**config.mk**
```make
export PLATFORM = sky130hd
export DESIGN_NAME = rpyc_regs
export DESIGN_NICKNAME = d
export VERILOG_FILES = /design/src/rtl/rpyc_pkg.sv /design/src/rtl/rpyc_regs.sv
export SDC_FILE = /design/constraint.sdc
export NUM_CORES = 1
export LEC_CHECK = 0
export BUFFER_PORTS_ARGS = -buffer_cell sky130_fd_sc_hd__buf_2
export CORE_MARGIN = 8
export CORE_UTILIZATION = 45
export DETAILED_ROUTE_END_ITERATION = 16
export GPL_TIMING_DRIVEN = 0
export PLACE_DENSITY = 0.8
export SLEW_MARGIN = 20
export SYNTH_ARGS = -nofsm -noshare
export SYNTH_HDL_FRONTEND = slang
export SYNTH_SLANG_ARGS = --single-unit
```
**constraint.sdc**
```tcl
create_clock -name clk -period 0.8 [get_ports clk]
set_input_delay 0.08 -clock clk [delete_from_list [all_inputs] [get_ports clk]]
set_output_delay 0.08 -clock clk [all_outputs]
set_load 0.005 [all_outputs]
```
**src/rtl/rpyc_pkg.sv**
```systemverilog
package rpyc_pkg;

	// Field widths fixed by the item formats.
	localparam int POS_W    = 12;
	localparam int RGB_W    = 24;
	localparam int ADDR_W   = 20;
	localparam int WORD_W   = 32;
	localparam int CFG_W    = 11;
	localparam int CFG_IDX_W = 3;

	// Frame buffer defaults.
	localparam int FB_WIDTH_DEF  = 640;
	localparam int FB_HEIGHT_DEF = 480;

	// Cursor window.
	localparam int CURSOR_COLS    = 12;
	localparam int CURSOR_ROWS    = 18;
	localparam int CURSOR_ENTRIES = CURSOR_COLS * CURSOR_ROWS;
	localparam int CUR_IDX_W      = $clog2(CURSOR_ENTRIES + 1);

	// Register indexes.
	localparam logic [CFG_IDX_W-1:0] REG_CURSOR_COL  = 3'd0;
	localparam logic [CFG_IDX_W-1:0] REG_CURSOR_ROW  = 3'd1;
	localparam logic [CFG_IDX_W-1:0] REG_PAN_X       = 3'd2;
	localparam logic [CFG_IDX_W-1:0] REG_PAN_Y       = 3'd3;
	localparam logic [CFG_IDX_W-1:0] REG_ROW_STRIDE  = 3'd4;

	// Register reset values.
	localparam logic [9:0]         CURSOR_COL_RST = 10'd320;
	localparam logic [9:0]         CURSOR_ROW_RST = 10'd240;
	localparam logic signed [10:0] PAN_RST        = 11'sd0;
	localparam logic [9:0]         STRIDE_RST     = 10'd320;

	// Cursor pixel codes; the alpha-zero entries all read as clear.
	localparam logic [1:0] CUR_Z = 2'd0;
	localparam logic [1:0] CUR_B = 2'd1;
	localparam logic [1:0] CUR_W = 2'd2;

	localparam logic [RGB_W-1:0] RGB_BLACK = 24'h000001;
	localparam logic [RGB_W-1:0] RGB_WHITE = 24'hFFFFFF;
	localparam logic [RGB_W-1:0] RGB_NONE  = 24'h000000;

	localparam logic [1:0] CURSOR_ROM [CURSOR_ENTRIES] = '{
		CUR_B,CUR_B,CUR_Z,CUR_Z,CUR_Z,CUR_Z,CUR_Z,CUR_Z,CUR_Z,CUR_Z,CUR_Z,CUR_Z,
		CUR_B,CUR_W,CUR_B,CUR_Z,CUR_Z,CUR_Z,CUR_Z,CUR_Z,CUR_Z,CUR_Z,CUR_Z,CUR_Z,
		CUR_B,CUR_W,CUR_W,CUR_B,CUR_Z,CUR_Z,CUR_Z,CUR_Z,CUR_Z,CUR_Z,CUR_Z,CUR_Z,
		CUR_B,CUR_W,CUR_W,CUR_W,CUR_B,CUR_Z,CUR_Z,CUR_Z,CUR_Z,CUR_Z,CUR_Z,CUR_Z,
		CUR_B,CUR_W,CUR_W,CUR_W,CUR_W,CUR_B,CUR_Z,CUR_Z,CUR_Z,CUR_Z,CUR_Z,CUR_Z,
		CUR_B,CUR_W,CUR_W,CUR_W,CUR_W,CUR_W,CUR_B,CUR_Z,CUR_Z,CUR_Z,CUR_Z,CUR_Z,
		CUR_B,CUR_W,CUR_W,CUR_W,CUR_W,CUR_W,CUR_W,CUR_B,CUR_Z,CUR_Z,CUR_Z,CUR_Z,
		CUR_B,CUR_W,CUR_W,CUR_W,CUR_W,CUR_W,CUR_W,CUR_W,CUR_B,CUR_Z,CUR_Z,CUR_Z,
		CUR_B,CUR_W,CUR_W,CUR_W,CUR_W,CUR_W,CUR_W,CUR_W,CUR_W,CUR_B,CUR_Z,CUR_Z,
		CUR_B,CUR_W,CUR_W,CUR_W,CUR_W,CUR_W,CUR_W,CUR_W,CUR_W,CUR_W,CUR_B,CUR_Z,
		CUR_B,CUR_W,CUR_W,CUR_W,CUR_W,CUR_W,CUR_W,CUR_W,CUR_W,CUR_W,CUR_W,CUR_B,
		CUR_B,CUR_W,CUR_W,CUR_W,CUR_W,CUR_W,CUR_W,CUR_B,CUR_B,CUR_B,CUR_B,CUR_B,
		CUR_B,CUR_W,CUR_W,CUR_W,CUR_B,CUR_W,CUR_W,CUR_B,CUR_Z,CUR_Z,CUR_Z,CUR_Z,
		CUR_B,CUR_W,CUR_W,CUR_B,CUR_Z,CUR_B,CUR_W,CUR_W,CUR_B,CUR_Z,CUR_Z,CUR_Z,
		CUR_B,CUR_W,CUR_B,CUR_Z,CUR_Z,CUR_B,CUR_W,CUR_W,CUR_B,CUR_Z,CUR_Z,CUR_Z,
		CUR_B,CUR_B,CUR_Z,CUR_Z,CUR_Z,CUR_Z,CUR_B,CUR_W,CUR_W,CUR_B,CUR_Z,CUR_Z,
		CUR_Z,CUR_Z,CUR_Z,CUR_Z,CUR_Z,CUR_Z,CUR_B,CUR_W,CUR_W,CUR_B,CUR_Z,CUR_Z,
		CUR_Z,CUR_Z,CUR_Z,CUR_Z,CUR_Z,CUR_Z,CUR_Z,CUR_B,CUR_B,CUR_Z,CUR_Z,CUR_Z
	};

	// BT.601 integer coefficients; the chroma terms with a minus sign are
	// stored as magnitudes.
	localparam int Y_R      = 299;
	localparam int Y_G      = 587;
	localparam int Y_B      = 114;
	localparam int CB_R     = 16874;
	localparam int CB_G     = 33126;
	localparam int CB_B     = 50000;
	localparam int CR_R     = 50000;
	localparam int CR_G     = 41869;
	localparam int CR_B     = 8131;
	localparam int C_OFFSET = 12800000;

	// Numerators stay below 2^18 (luma) and 2^25 (chroma). A rounded-up
	// reciprocal with these shifts gives the exact floor over that range.
	localparam int    Y_NUM_W  = 18;
	localparam int    C_NUM_W  = 25;
	localparam longint Y_DIV   = 1000;
	localparam longint C_DIV   = 100000;
	localparam int    Y_SHIFT  = 28;
	localparam int    C_SHIFT  = 42;
	localparam longint Y_RECIP = ((64'd1 << Y_SHIFT) + Y_DIV - 1) / Y_DIV;
	localparam longint C_RECIP = ((64'd1 << C_SHIFT) + C_DIV - 1) / C_DIV;
	localparam int    Y_RECIP_W = 19;
	localparam int    C_RECIP_W = 26;

	typedef struct packed {
		logic signed [POS_W-1:0] pos_x;
		logic signed [POS_W-1:0] pos_y;
		logic [RGB_W-1:0]        first_rgb;
		logic [RGB_W-1:0]        second_rgb;
		logic                    second_present;
	} in_item_t;

	typedef struct packed {
		logic [ADDR_W-1:0] word_address;
		logic [WORD_W-1:0] ycbycr_word;
	} out_item_t;

	typedef struct packed {
		logic [9:0]         cursor_col;
		logic [9:0]         cursor_row;
		logic signed [10:0] pan_offset_x;
		logic signed [10:0] pan_offset_y;
		logic [9:0]         row_stride_words;
	} cfg_t;

	// A placed pair: address and the two pixels after cursor overlay.
	typedef struct packed {
		logic [ADDR_W-1:0] word_address;
		logic [RGB_W-1:0]  p1_rgb;
		logic [RGB_W-1:0]  p2_rgb;
	} pair_t;

	function automatic logic [1:0] cursor_pix(input logic [CUR_IDX_W-1:0] idx);
		logic [1:0] code;
		code = CUR_Z;
		if (idx < CUR_IDX_W'(CURSOR_ENTRIES)) begin
			code = CURSOR_ROM[idx];
		end
		return code;
	endfunction

	function automatic logic [RGB_W-1:0] cursor_rgb(input logic [1:0] code);
		logic [RGB_W-1:0] rgb;
		case (code)
			CUR_B:   rgb = RGB_BLACK;
			CUR_W:   rgb = RGB_WHITE;
			default: rgb = RGB_NONE;
		endcase
		return rgb;
	endfunction

endpackage

```
**src/rtl/rpyc_regs.sv**
```systemverilog
module rpyc_regs (
	input  logic                               clk,
	input  logic                               arst_n,
	input  logic                               cfg_we,
	input  logic [rpyc_pkg::CFG_IDX_W-1:0]     cfg_index,
	input  logic [rpyc_pkg::CFG_W-1:0]         cfg_data,
	output rpyc_pkg::cfg_t                     cfg
);
	import rpyc_pkg::*;

	cfg_t cfg_q;

	always_ff @(posedge clk or negedge arst_n) begin
		if (!arst_n) begin
			cfg_q.cursor_col       <= CURSOR_COL_RST;
			cfg_q.cursor_row       <= CURSOR_ROW_RST;
			cfg_q.pan_offset_x     <= PAN_RST;
			cfg_q.pan_offset_y     <= PAN_RST;
			cfg_q.row_stride_words <= STRIDE_RST;
		end else if (cfg_we) begin
			case (cfg_index)
				REG_CURSOR_COL: cfg_q.cursor_col       <= cfg_data[9:0];
				REG_CURSOR_ROW: cfg_q.cursor_row       <= cfg_data[9:0];
				REG_PAN_X:      cfg_q.pan_offset_x     <= $signed(cfg_data);
				REG_PAN_Y:      cfg_q.pan_offset_y     <= $signed(cfg_data);
				REG_ROW_STRIDE: cfg_q.row_stride_words <= cfg_data[9:0];
				default: begin
				end
			endcase
		end
	end

	assign cfg = cfg_q;

endmodule

```
==> qor.csv <==
stage;metric;value;unit
layout;Ant. Diodes;0;
grt;first-pass GRT wire length;8.95;mm
setup_path;CP max stage delay;560;ps
power;worst vdd ir;0.00111;V
yosys;Warnings, synthesis;0;
detailed_routing;drt total wl;5.72;mm
grt;M3 GR Usage;5.12;%
floorplan;Die Wd;84.8;um
placement;DP HPWL;3.32;mm
timing;Fin. Hold Viols;15;
yosys;syn avg cell area;18.7;um2
timing;Pins Over Slew Limit;0;
yosys;leading area contributor after synthesis;dfrtp_1;
grt;gr usage total;16.1;%
setup_path;CP Depth;1;
clock_tree;CTS tree;built;
timing;Worst Tran Pin Value;517;ps
grt;met2 Track Usage GR;27.6;%
detailed_routing;DR vias/cell;4.83;
yosys;post-synth top area share;51.7;%
floorplan;FP Rows;25;
clock_tree;CTS sink cnt;52;
setup_path;CP max stage cell;dfstp_2;
clock_tree;Clock H-tree levels;2;
timing;final-report setup violation count;98;
setup_path;critical path required time;720;ps
floorplan;Initial Util;46.0;%
grt;grt total ovfl;0;
yosys;Post-Synthesis Cells;114;
yosys;Seq/Total Area, Yosys;61.5;%
placement;Cell Area, Placed;2640;um2
yosys;FF+latch count, synth;52;
detailed_routing;routed len/inst;19.9;um
floorplan;IO Count;69;
clock_tree;CTS Buffer Depth;2;
setup_path;Critical Path Start Type;flop;
timing;Rel. slew slack;65.5;%
layout;fin cells;287;
timing;Tcrit/Tclk final;129;%
setup_path;worst-path maximum fanout;2;
detailed_routing;Routed Antenna Nets;0;
timing;RSZ-0062 raised after global routing;true;
outcome;failing checks;hold timing, setup timing;
setup_path;Worst setup EP type;primary output;
grt;initial antenna violation count;0;
yosys;Area contributors post-synth;dfrtp_1 52%, mux2_4 21%, mux2_2 12%, dfstp_2 9.9%, buf_6 1.6%;
setup_path;r2r startpoint;cfg[23];
setup_path;Worst Setup Path Type;flop to primary output;
setup_path;worst r2r dst;cfg[23];
floorplan;Die Height;84.8;um
layout;Largest register FFs;52;
layout;final net count;249;
setup_path;crit path to;cfg[48];
timing;fmax;971;MHz
floorplan;core footprint;4630;um2
placement;GP Congestion;0.705;
clock_tree;Num CTS Buffers;5;
setup_path;R2R Setup Slk;-110;ps
setup_path;r2r worst-path depth;2;
setup_path;Setup crit start;cfg[48];
layout;share of layout cells above drive strength 1;80.7;%
detailed_routing;routed vias;1387;
yosys;Netlist Area Pre-Place;2130;um2
setup_path;WP data arrival;950;ps
setup_path;crit path buf inv count;1;
worst_hold_path;Hold Path Class;primary input to async pin;
power;total chip power;0.00818;W
yosys;post-synthesis cell type count;10;
detailed_routing;1st-pass router iterations;4;
timing;Final WS setup;-230;ps
detailed_routing;# DRC;0;
clock_tree;Clock Latency Late Sink;300;ps
timing;Layout Skew;0;ps
detailed_routing;drt first-iter violations;68;
timing;Hold WS;-253;ps
setup_path;worst-path cell chain;buf_6;
grt;busiest grt layer;met2;
clock_tree;Root Buffer Master;clkbuf_8;
placement;Cells after DPL;237;
grt;vias in the first global route;1592;
layout;fin area;3310;um2
layout;area delta synth->final;55.4;%
job;Max Cap Viol;0;
floorplan;Die Area;7190;um2
grt;met1 global-route usage;18.8;%
yosys;Synth Net Count;131;
placement;port bufs;68;
power;leak pwr;1.68;nW
clock_tree;clock-pin slew on the worst setup and hold paths;90;ps
setup_path;CP delay by family, top;flip-flops;
grt;largest net degree at the start of global routing;33;
outcome;status;complete, but fails checks;
power;P per Cell Area;2470;nW/um2
timing;fin crit period;1030;ps
==> kinds of logic (layout without fill, tap and decap cells) <==
kind of cell           count (synthesis)  after routing  share of synthesized area, %
buffers and inverters                  5            124                          2.29
flip-flops                            52             52                          61.5
multiplexers                          52             52                          32.8
AND/OR/NAND/NOR                        5              5                          3.41
==> metal layers <==
metal | vias to the layer above | share of wire (%)
li1 | 644 | -
met1 | 696 | 43
met2 | 45 | 51
met3 | 2 | 5.3
met4 | 0 | 0.63
met5 | - | 0
==> synthesized netlist by cell type, drive strengths merged <==
master,n
mux2,52
dfrtp,44
dfstp,8
buf,5
nor4bb,2
and4bb,1
nand4b,1
nor4b,1
==> power by group <==
part	switching (W)	internal [W]	total (W)
Combinational	0.000813	0.00195	0.00276
Sequential	0.000376	0.00327	0.00365
Clock	0.000843	0.000926	0.00177
==> what timing repair did <==
action	CTS	global route
gates cloned	4	0
setup endpoints to repair	92	103
setup buffers	30	11
hold endpoints to repair	15	15
resized for setup	37	26
pin swaps	4	3
==> worst min-delay path by stage <==
stage | startpoint | to | slack, ps | cells past startpoint
3_3_place_gp | cfg_data[10] | cfg[31] | 340 | 2
6_report | arst_n | cfg[4] | -250 | 1
3_5_place_dp | arst_n | cfg[17] | 70 | 1
5_1_grt | arst_n | cfg[20] | -250 | 1
2_1_floorplan | arst_n | cfg[0] | -220 | 0
4_1_cts | arst_n | cfg[20] | -250 | 1
==> per-stage QoR <==
stage	TNS (ps)	hold slack [ps]	utilization, %	setup slack [ps]
after floorplan	-7240	-216	-	-181
after global placement	-31360	336	56.7	-440
after detailed placement	-19050	71.5	57.1	-456
after CTS	-9340	-253	68.4	-238
after global routing	-12390	-252	71.5	-266
final	-9590	-253	71.5	-230
==> placed cells by master (no fill, tap or decap), types with 2 or more instances in the layout <==
cell	instances
buf_2	57
mux2_4	51
dfrtp_1	44
buf_6	39
buf_4	14
dfstp_2	8
buf_12	5
clkbuf_8	5
nor4bb_4	2
==> area by class of cell <==
cell class / instances / area, um2
buffer: 4 / 53.8
tap: 54 / 67.6
fill: 303 / 1320
clock inverter: 3 / 42.5
sequential: 52 / 1310
timing repair buffer: 112 / 891
clock buffer: 5 / 68.8
multi-input combinational: 57 / 876
No activity file was read; power rests on OpenSTA's default activity.
