`config.mk`:
```
export PLATFORM = sky130hd
export DESIGN_NAME = rpyc_place
export DESIGN_NICKNAME = d
export VERILOG_FILES = /design/src/rtl/rpyc_pkg.sv /design/src/rtl/rpyc_place.sv
export SDC_FILE = /design/constraint.sdc
export NUM_CORES = 1
export LEC_CHECK = 0
export BUFFER_PORTS_ARGS = -buffer_cell sky130_fd_sc_hd__buf_2
export CORE_UTILIZATION = 36
export DETAILED_ROUTE_END_ITERATION = 6
export PLACE_DENSITY_LB_ADDON = 0.3
export SLEW_MARGIN = 20
export SYNTH_ARGS = -nofsm -noshare
export SYNTH_HDL_FRONTEND = slang
export SYNTH_SLANG_ARGS = --single-unit
```
`constraint.sdc`:
```
create_clock -name clk -period 14.7 [get_ports clk]
set_input_delay 2.94 -clock clk [delete_from_list [all_inputs] [get_ports clk]]
set_output_delay 2.94 -clock clk [all_outputs]
set_load 0.02 [all_outputs]
```
`src/rtl/rpyc_pkg.sv`:
```
package rpyc_pkg;

	// Field widths fixed by the item formats.
	localparam int POS_W    = 12;
	localparam int RGB_W    = 24;
	localparam int ADDR_W   = 20;
	localparam int WORD_W   = 32;
	localparam int CFG_W    = 11;
	localparam int CFG_IDX_W = 3;

	// Frame buffer defaults.
	localparam int FB_WIDTH_DEF  = 640;
	localparam int FB_HEIGHT_DEF = 480;

	// Cursor window.
	localparam int CURSOR_COLS    = 12;
	localparam int CURSOR_ROWS    = 18;
	localparam int CURSOR_ENTRIES = CURSOR_COLS * CURSOR_ROWS;
	localparam int CUR_IDX_W      = $clog2(CURSOR_ENTRIES + 1);

	// Register indexes.
	localparam logic [CFG_IDX_W-1:0] REG_CURSOR_COL  = 3'd0;
	localparam logic [CFG_IDX_W-1:0] REG_CURSOR_ROW  = 3'd1;
	localparam logic [CFG_IDX_W-1:0] REG_PAN_X       = 3'd2;
	localparam logic [CFG_IDX_W-1:0] REG_PAN_Y       = 3'd3;
	localparam logic [CFG_IDX_W-1:0] REG_ROW_STRIDE  = 3'd4;

	// Register reset values.
	localparam logic [9:0]         CURSOR_COL_RST = 10'd320;
	localparam logic [9:0]         CURSOR_ROW_RST = 10'd240;
	localparam logic signed [10:0] PAN_RST        = 11'sd0;
	localparam logic [9:0]         STRIDE_RST     = 10'd320;

	// Cursor pixel codes; the alpha-zero entries all read as clear.
	localparam logic [1:0] CUR_Z = 2'd0;
	localparam logic [1:0] CUR_B = 2'd1;
	localparam logic [1:0] CUR_W = 2'd2;

	localparam logic [RGB_W-1:0] RGB_BLACK = 24'h000001;
	localparam logic [RGB_W-1:0] RGB_WHITE = 24'hFFFFFF;
	localparam logic [RGB_W-1:0] RGB_NONE  = 24'h000000;

	localparam logic [1:0] CURSOR_ROM [CURSOR_ENTRIES] = '{
		CUR_B,CUR_B,CUR_Z,CUR_Z,CUR_Z,CUR_Z,CUR_Z,CUR_Z,CUR_Z,CUR_Z,CUR_Z,CUR_Z,
		CUR_B,CUR_W,CUR_B,CUR_Z,CUR_Z,CUR_Z,CUR_Z,CUR_Z,CUR_Z,CUR_Z,CUR_Z,CUR_Z,
		CUR_B,CUR_W,CUR_W,CUR_B,CUR_Z,CUR_Z,CUR_Z,CUR_Z,CUR_Z,CUR_Z,CUR_Z,CUR_Z,
		CUR_B,CUR_W,CUR_W,CUR_W,CUR_B,CUR_Z,CUR_Z,CUR_Z,CUR_Z,CUR_Z,CUR_Z,CUR_Z,
		CUR_B,CUR_W,CUR_W,CUR_W,CUR_W,CUR_B,CUR_Z,CUR_Z,CUR_Z,CUR_Z,CUR_Z,CUR_Z,
		CUR_B,CUR_W,CUR_W,CUR_W,CUR_W,CUR_W,CUR_B,CUR_Z,CUR_Z,CUR_Z,CUR_Z,CUR_Z,
		CUR_B,CUR_W,CUR_W,CUR_W,CUR_W,CUR_W,CUR_W,CUR_B,CUR_Z,CUR_Z,CUR_Z,CUR_Z,
		CUR_B,CUR_W,CUR_W,CUR_W,CUR_W,CUR_W,CUR_W,CUR_W,CUR_B,CUR_Z,CUR_Z,CUR_Z,
		CUR_B,CUR_W,CUR_W,CUR_W,CUR_W,CUR_W,CUR_W,CUR_W,CUR_W,CUR_B,CUR_Z,CUR_Z,
		CUR_B,CUR_W,CUR_W,CUR_W,CUR_W,CUR_W,CUR_W,CUR_W,CUR_W,CUR_W,CUR_B,CUR_Z,
		CUR_B,CUR_W,CUR_W,CUR_W,CUR_W,CUR_W,CUR_W,CUR_W,CUR_W,CUR_W,CUR_W,CUR_B,
		CUR_B,CUR_W,CUR_W,CUR_W,CUR_W,CUR_W,CUR_W,CUR_B,CUR_B,CUR_B,CUR_B,CUR_B,
		CUR_B,CUR_W,CUR_W,CUR_W,CUR_B,CUR_W,CUR_W,CUR_B,CUR_Z,CUR_Z,CUR_Z,CUR_Z,
		CUR_B,CUR_W,CUR_W,CUR_B,CUR_Z,CUR_B,CUR_W,CUR_W,CUR_B,CUR_Z,CUR_Z,CUR_Z,
		CUR_B,CUR_W,CUR_B,CUR_Z,CUR_Z,CUR_B,CUR_W,CUR_W,CUR_B,CUR_Z,CUR_Z,CUR_Z,
		CUR_B,CUR_B,CUR_Z,CUR_Z,CUR_Z,CUR_Z,CUR_B,CUR_W,CUR_W,CUR_B,CUR_Z,CUR_Z,
		CUR_Z,CUR_Z,CUR_Z,CUR_Z,CUR_Z,CUR_Z,CUR_B,CUR_W,CUR_W,CUR_B,CUR_Z,CUR_Z,
		CUR_Z,CUR_Z,CUR_Z,CUR_Z,CUR_Z,CUR_Z,CUR_Z,CUR_B,CUR_B,CUR_Z,CUR_Z,CUR_Z
	};

	// BT.601 integer coefficients; the chroma terms with a minus sign are
	// stored as magnitudes.
	localparam int Y_R      = 299;
	localparam int Y_G      = 587;
	localparam int Y_B      = 114;
	localparam int CB_R     = 16874;
	localparam int CB_G     = 33126;
	localparam int CB_B     = 50000;
	localparam int CR_R     = 50000;
	localparam int CR_G     = 41869;
	localparam int CR_B     = 8131;
	localparam int C_OFFSET = 12800000;

	// Numerators stay below 2^18 (luma) and 2^25 (chroma). A rounded-up
	// reciprocal with these shifts gives the exact floor over that range.
	localparam int    Y_NUM_W  = 18;
	localparam int    C_NUM_W  = 25;
	localparam longint Y_DIV   = 1000;
	localparam longint C_DIV   = 100000;
	localparam int    Y_SHIFT  = 28;
	localparam int    C_SHIFT  = 42;
	localparam longint Y_RECIP = ((64'd1 << Y_SHIFT) + Y_DIV - 1) / Y_DIV;
	localparam longint C_RECIP = ((64'd1 << C_SHIFT) + C_DIV - 1) / C_DIV;
	localparam int    Y_RECIP_W = 19;
	localparam int    C_RECIP_W = 26;

	typedef struct packed {
		logic signed [POS_W-1:0] pos_x;
		logic signed [POS_W-1:0] pos_y;
		logic [RGB_W-1:0]        first_rgb;
		logic [RGB_W-1:0]        second_rgb;
		logic                    second_present;
	} in_item_t;

	typedef struct packed {
		logic [ADDR_W-1:0] word_address;
		logic [WORD_W-1:0] ycbycr_word;
	} out_item_t;

	typedef struct packed {
		logic [9:0]         cursor_col;
		logic [9:0]         cursor_row;
		logic signed [10:0] pan_offset_x;
		logic signed [10:0] pan_offset_y;
		logic [9:0]         row_stride_words;
	} cfg_t;

	// A placed pair: address and the two pixels after cursor overlay.
	typedef struct packed {
		logic [ADDR_W-1:0] word_address;
		logic [RGB_W-1:0]  p1_rgb;
		logic [RGB_W-1:0]  p2_rgb;
	} pair_t;

	function automatic logic [1:0] cursor_pix(input logic [CUR_IDX_W-1:0] idx);
		logic [1:0] code;
		code = CUR_Z;
		if (idx < CUR_IDX_W'(CURSOR_ENTRIES)) begin
			code = CURSOR_ROM[idx];
		end
		return code;
	endfunction

	function automatic logic [RGB_W-1:0] cursor_rgb(input logic [1:0] code);
		logic [RGB_W-1:0] rgb;
		case (code)
			CUR_B:   rgb = RGB_BLACK;
			CUR_W:   rgb = RGB_WHITE;
			default: rgb = RGB_NONE;
		endcase
		return rgb;
	endfunction

endpackage

```
`src/rtl/rpyc_place.sv`:
```
module rpyc_place #(
	parameter int FB_WIDTH  = rpyc_pkg::FB_WIDTH_DEF,
	parameter int FB_HEIGHT = rpyc_pkg::FB_HEIGHT_DEF
) (
	input  logic               clk,
	input  logic               arst_n,
	input  logic               accept,
	input  rpyc_pkg::in_item_t item,
	input  rpyc_pkg::cfg_t     cfg,
	output logic               valid_s2,
	output rpyc_pkg::pair_t    pair_s2
);
	import rpyc_pkg::*;

	in_item_t              in_s1;
	logic                  valid_s1;
	logic signed [POS_W:0] sx, sy, cx, cy;
	logic                  in_frame, in_window, override;
	logic [CUR_IDX_W-1:0]  k, k_next;
	logic [1:0]            e1, e2;
	logic [ADDR_W-1:0]     addr;
	logic [RGB_W-1:0]      p1, p2;

	always_ff @(posedge clk or negedge arst_n) begin
		if (!arst_n) begin
			valid_s1 <= 1'b0;
		end else begin
			valid_s1 <= accept;
		end
	end

	always_ff @(posedge clk) begin
		in_s1 <= item;
	end

	always_comb begin
		sx = (POS_W+1)'(in_s1.pos_x) + (POS_W+1)'(cfg.pan_offset_x);
		sy = (POS_W+1)'(in_s1.pos_y) + (POS_W+1)'(cfg.pan_offset_y);
		// The pan offset cancels out of the cursor-relative position.
		cx = (POS_W+1)'(in_s1.pos_x) - $signed({3'b000, cfg.cursor_col});
		cy = (POS_W+1)'(in_s1.pos_y) - $signed({3'b000, cfg.cursor_row});

		in_frame = !sx[POS_W] && (sx[POS_W-1:0] < POS_W'(FB_WIDTH)) &&
			!sy[POS_W] && (sy[POS_W-1:0] < POS_W'(FB_HEIGHT));
		in_window = !cx[POS_W] && (cx[POS_W-1:0] < POS_W'(CURSOR_COLS)) &&
			!cy[POS_W] && (cy[POS_W-1:0] < POS_W'(CURSOR_ROWS));

		addr = ADDR_W'(sy[9:0]) * ADDR_W'(cfg.row_stride_words) + ADDR_W'(sx[9:1]);

		// The ROM is read linearly, so the second pixel may wrap to the next row.
		k      = CUR_IDX_W'(cy[4:0]) * CUR_IDX_W'(CURSOR_COLS) + CUR_IDX_W'(cx[3:0]);
		k_next = k + CUR_IDX_W'(1);
		e1     = cursor_pix(k);
		e2     = cursor_pix(k_next);

		override = in_window && (e1 != CUR_Z);
		if (override) begin
			p1 = cursor_rgb(e1);
			p2 = cursor_rgb(e2);
		end else begin
			p1 = in_s1.first_rgb;
			p2 = in_s1.second_present ? in_s1.second_rgb : in_s1.first_rgb;
		end
	end

	always_ff @(posedge clk or negedge arst_n) begin
		if (!arst_n) begin
			valid_s2 <= 1'b0;
		end else begin
			valid_s2 <= valid_s1 && in_frame;
		end
	end

	always_ff @(posedge clk) begin
		pair_s2.word_address <= addr;
		pair_s2.p1_rgb       <= p1;
		pair_s2.p2_rgb       <= p2;
	end

`ifndef NO_ASSERTIONS
	a_valid_from_s1: assert property (@(posedge clk) disable iff (!arst_n)
		valid_s2 |-> $past(valid_s1))
		else $error("pair valid without a registered item");
	a_cursor_color: assert property (@(posedge clk) disable iff (!arst_n)
		$past(override) |-> (pair_s2.p1_rgb == RGB_BLACK || pair_s2.p1_rgb == RGB_WHITE))
		else $error("cursor override produced a color outside the cursor palette");
`endif

endmodule

```
==> flow_summary_export.csv <==
group,metric,value,unit
run_status,status,"finished with violations",
run_status,violations,"design-rule violations",
synthesis,synth_warnings,0,
setup_path,crit_required,15.00,ns
final_layout,nets,1680,
grt,track_usage,18.3,%
place,numPlacedInstances,1722,
synthesis,ys_ff_latch,143,
clock_tree,clock_sinks,143,
clock_tree,clock_latency,0.43,ns
power_and_ir_drop,powerDensity,236,nW/um^2
timing,skew,0.0112,ns
routing,post_drt_wl_per_cell,15.9,microns
setup_path,cp_max_fo,48,
hold_path,min_path_cells,1,
floorplanning,die_area,30800,sq um
setup_path,r2r_cells,21,
timing,timing.slew.headroom,20.3,%
clock_tree,cts-hold-fix-buffers,0,
timing,tightest_slew,1.19,ns
synthesis,yosysSeqAreaShare,26.5,%
floorplanning,die_w,176,microns
hold_path,hold_end,"pair_s2[40]",
setup_path,path_class,"input pin to register",
place,dp_hpwl,22100,microns
timing,slew_violations,0,
synthesis,synthesis.area,10800,sq um
job,drv_cap,0,
routing,ant_nets,0,
synthesis,synth-edff-count,0,
clock_tree,cts_buffer_depth,2,
synthesis,synthFlopType,"dfxtp_1",
clock_tree,cts_setup_buffers,0,
final_layout,drive_gt1_share,19.1,%
grt,grt_overflow,0,
final_layout,areaGrowthSynthToFinish,18.4,%
floorplanning,core_area,29600,sq um
routing,drt_iter0_markers,545,
setup_path,reg2reg_from,"in_s1[49]",
floorplanning,top_level_ports,197,
synthesis,synth_top_cell_area_share,26.0,%
place,place.gp.congestion,0.913,
power_and_ir_drop,p_total,3.03,mW
clock_tree,root_buffer,"clkbuf_16",
clock_tree,clkTransAtPathRegs,0.06,ns
clock_tree,cts_tree,"built",
clock_tree,ctsResizeCount,0,
power_and_ir_drop,ir_drop,0.000168,V
synthesis,synth.avg_cell_area,9.23,sq um
floorplanning,die_h,176,microns
timing,max_freq,0.103,GHz
routing,drc,2,
timing,tns,0,ns
routing,wirelength,27900,microns
place,portBuffers,196,
setup_path,cp-end-kind,"register",
grt,grt_pass1_vias,8472,
synthesis,synth_cells,1175,
synthesis,syn_nets,1504,
synthesis,synth_area_leaders,"dfxtp_1 26%, ha_1 14%, fa_1 14%",
timing,finalSetupViolCount,0,
clock_tree,cts_max_level,4,
hold_path,min-delay-start,"in_s1[41]",
timing,min_period_over_period,66.3,%
grt,grt_max_degree,49,
synthesis,yosysTopAreaCell,"dfxtp_1",
timing,rsz0062_at_grt,"false",
final_layout,nFillCells,2997,
floorplanning,rows,63,
setup_path,regToRegSetupSlack,7.21,ns
routing,routed_via_density,4.95,
final_layout,final_cell_count_no_fill,1755,
clock_tree,cts_made_buffers,17,
setup_path,critPathArrivalTime,10.04,ns
timing,min_period,9.74,ns
grt,grt_pass1_wl,44000,microns
hold_path,hold_path_class,"register to register",
routing,firstDrtPassIters,7,
routing,via_count,8690,
floorplanning,start_util,36.6,%
synthesis,synth_cell_types,67,
power_and_ir_drop,p_leak,6.18,nW
timing,final-hold-violation-count,0,
synthesis,synthArstFlopShare,1.40,%
setup_path,reg2reg_to,"pair_s2[32]",
setup_path,cp-start-kind,"input pin",
grt,antenna_found_initial,1,
[layout make-up]
cell class | count | area, sq um | share of cell area, %
Tap cell | 390 | 488 | 3.80
Multi-Input combinational cell | 842 | 7270 | 56.6
Inverter | 143 | 537 | 4.18
Clock buffer | 19 | 453 | 3.53
Timing Repair Buffer | 204 | 1040 | 8.11
Sequential cell | 143 | 2870 | 22.4
Antenna cell | 1 | 2.50 | 0.0195
Clock inverter | 13 | 176 | 1.37
[how the worst max path moves through the flow]
stage,from,end,slack [ns],cells after the start
finish,cfg[32],pair_s2[32],4.96,21
CTS,cfg[32],pair_s2[39],4.98,21
global route,cfg[32],pair_s2[32],4.61,21
detailed placement,cfg[32],pair_s2[31],4.57,21
global placement,cfg[32],pair_s2[31],4.76,21
floorplan,cfg[10],pair_s2[67],5.76,27
[sequential cells by signal, indices dropped and copies added, names as in the netlist]
register	cells
valid_s1	1
pair_s2	68
valid_s2	1
in_s1	73
[report_power, final]
group          leakage (nW)  total (mW)  switching (mW)  internal, mW
combinational          4.66        2.09            1.18         0.906
clock                 0.304       0.464           0.184         0.280
sequential             1.22       0.474          0.0131         0.461
total                  6.18        3.03            1.38          1.65
[metal layers]
metal | GRT usage, % | share of wire, % | vias up
li1 | - | - | 4353
met1 | 23.0 | 44 | 4065
met2 | 31.3 | 49 | 230
met3 | 2.64 | 4.4 | 42
met4 | 7.39 | 2.9 | 0
met5 | 0 | 0 | -
[per-stage QoR]
step | hold WS, ns | setup slack [ns] | utilization, % | area (sq um)
CTS | 0.466 | 4.98 | 43.3 | 12800
detailed placement | 0.453 | 4.57 | 41.2 | 12200
finish | 0.464 | 4.96 | 43.3 | 12800
global route | 0.487 | 4.61 | 43.3 | 12800
floorplan | 0.440 | 5.76 | - | 10800
global placement | 0.443 | 4.76 | 41.2 | 12200
[layout by cell type (no fill, tap or decap), types with 7 or more instances in the layout]
cell type | Yosys | routed
nor2b_1 | 15 | 15
and2_1 | 44 | 44
nand2b_1 | 15 | 15
inv_1 | 142 | 142
mux2_2 | 7 | 7
buf_4 | 0 | 8
xnor2_1 | 41 | 40
a31oi_1 | 12 | 12
a21o_1 | 11 | 11
nor3_1 | 17 | 17
nand4_1 | 7 | 7
a21oi_1 | 79 | 79
xor2_1 | 11 | 11
mux2i_1 | 38 | 38
a211oi_1 | 12 | 12
nor2_1 | 45 | 45
fa_1 | 77 | 76
ha_1 | 124 | 124
o211ai_1 | 8 | 8
nand2_1 | 91 | 91
o21ai_0 | 42 | 42
clkbuf_16 | 0 | 17
o31ai_1 | 7 | 7
dfxtp_1 | 141 | 141
nand3_1 | 20 | 20
mux2_1 | 24 | 24
buf_2 | 5 | 196
[cells by family (layout without fill, tap and decap cells)]
logic type,Yosys count,count (layout),share of synthesized area [%]
simple gates,289,289,13.4
compound gates,228,228,13.4
fa+ha+maj,201,201,28.5
buf+inv,190,379,6.64
flops,143,143,26.5
mux,72,72,7.35
xor+xnor,52,52,4.20
other cells,0,1,0
[critical path, cell delays in order]
cell	delay, ns
buf_2	0.10
ha_1	0.21
fa_1	0.51
inv_1	0.09
ha_1	0.25
fa_1	0.63
xor2_1	0.87
o21ai_0	0.20
nand2_1	0.12
o21ai_0	0.09
mux4_2	0.46
mux2_2	0.28
mux2_2	0.27
ha_1	0.19
nor4_1	0.26
nand4_1	0.14
a2111o_1	0.29
a2111oi_0	0.42
nand4_1	0.27
or3_2	0.91
mux2_1	0.49
[cell usage after synthesis (12+ instances only)]
| cell | number |
|---|---|
| clkbuf_1 | 40 |
| mux2_1 | 24 |
| xnor2_1 | 41 |
| inv_1 | 142 |
| a31oi_1 | 12 |
| nor2_1 | 45 |
| nand3_1 | 20 |
| o21ai_0 | 42 |
| and2_1 | 44 |
| ha_1 | 124 |
| a211oi_1 | 12 |
| mux2i_1 | 38 |
| nand2_1 | 91 |
| nor2b_1 | 15 |
| a21oi_1 | 79 |
| fa_1 | 77 |
| dfxtp_1 | 141 |
| nor3_1 | 17 |
| nand2b_1 | 15 |
Note: power is estimated with default switching activity, not from simulation.
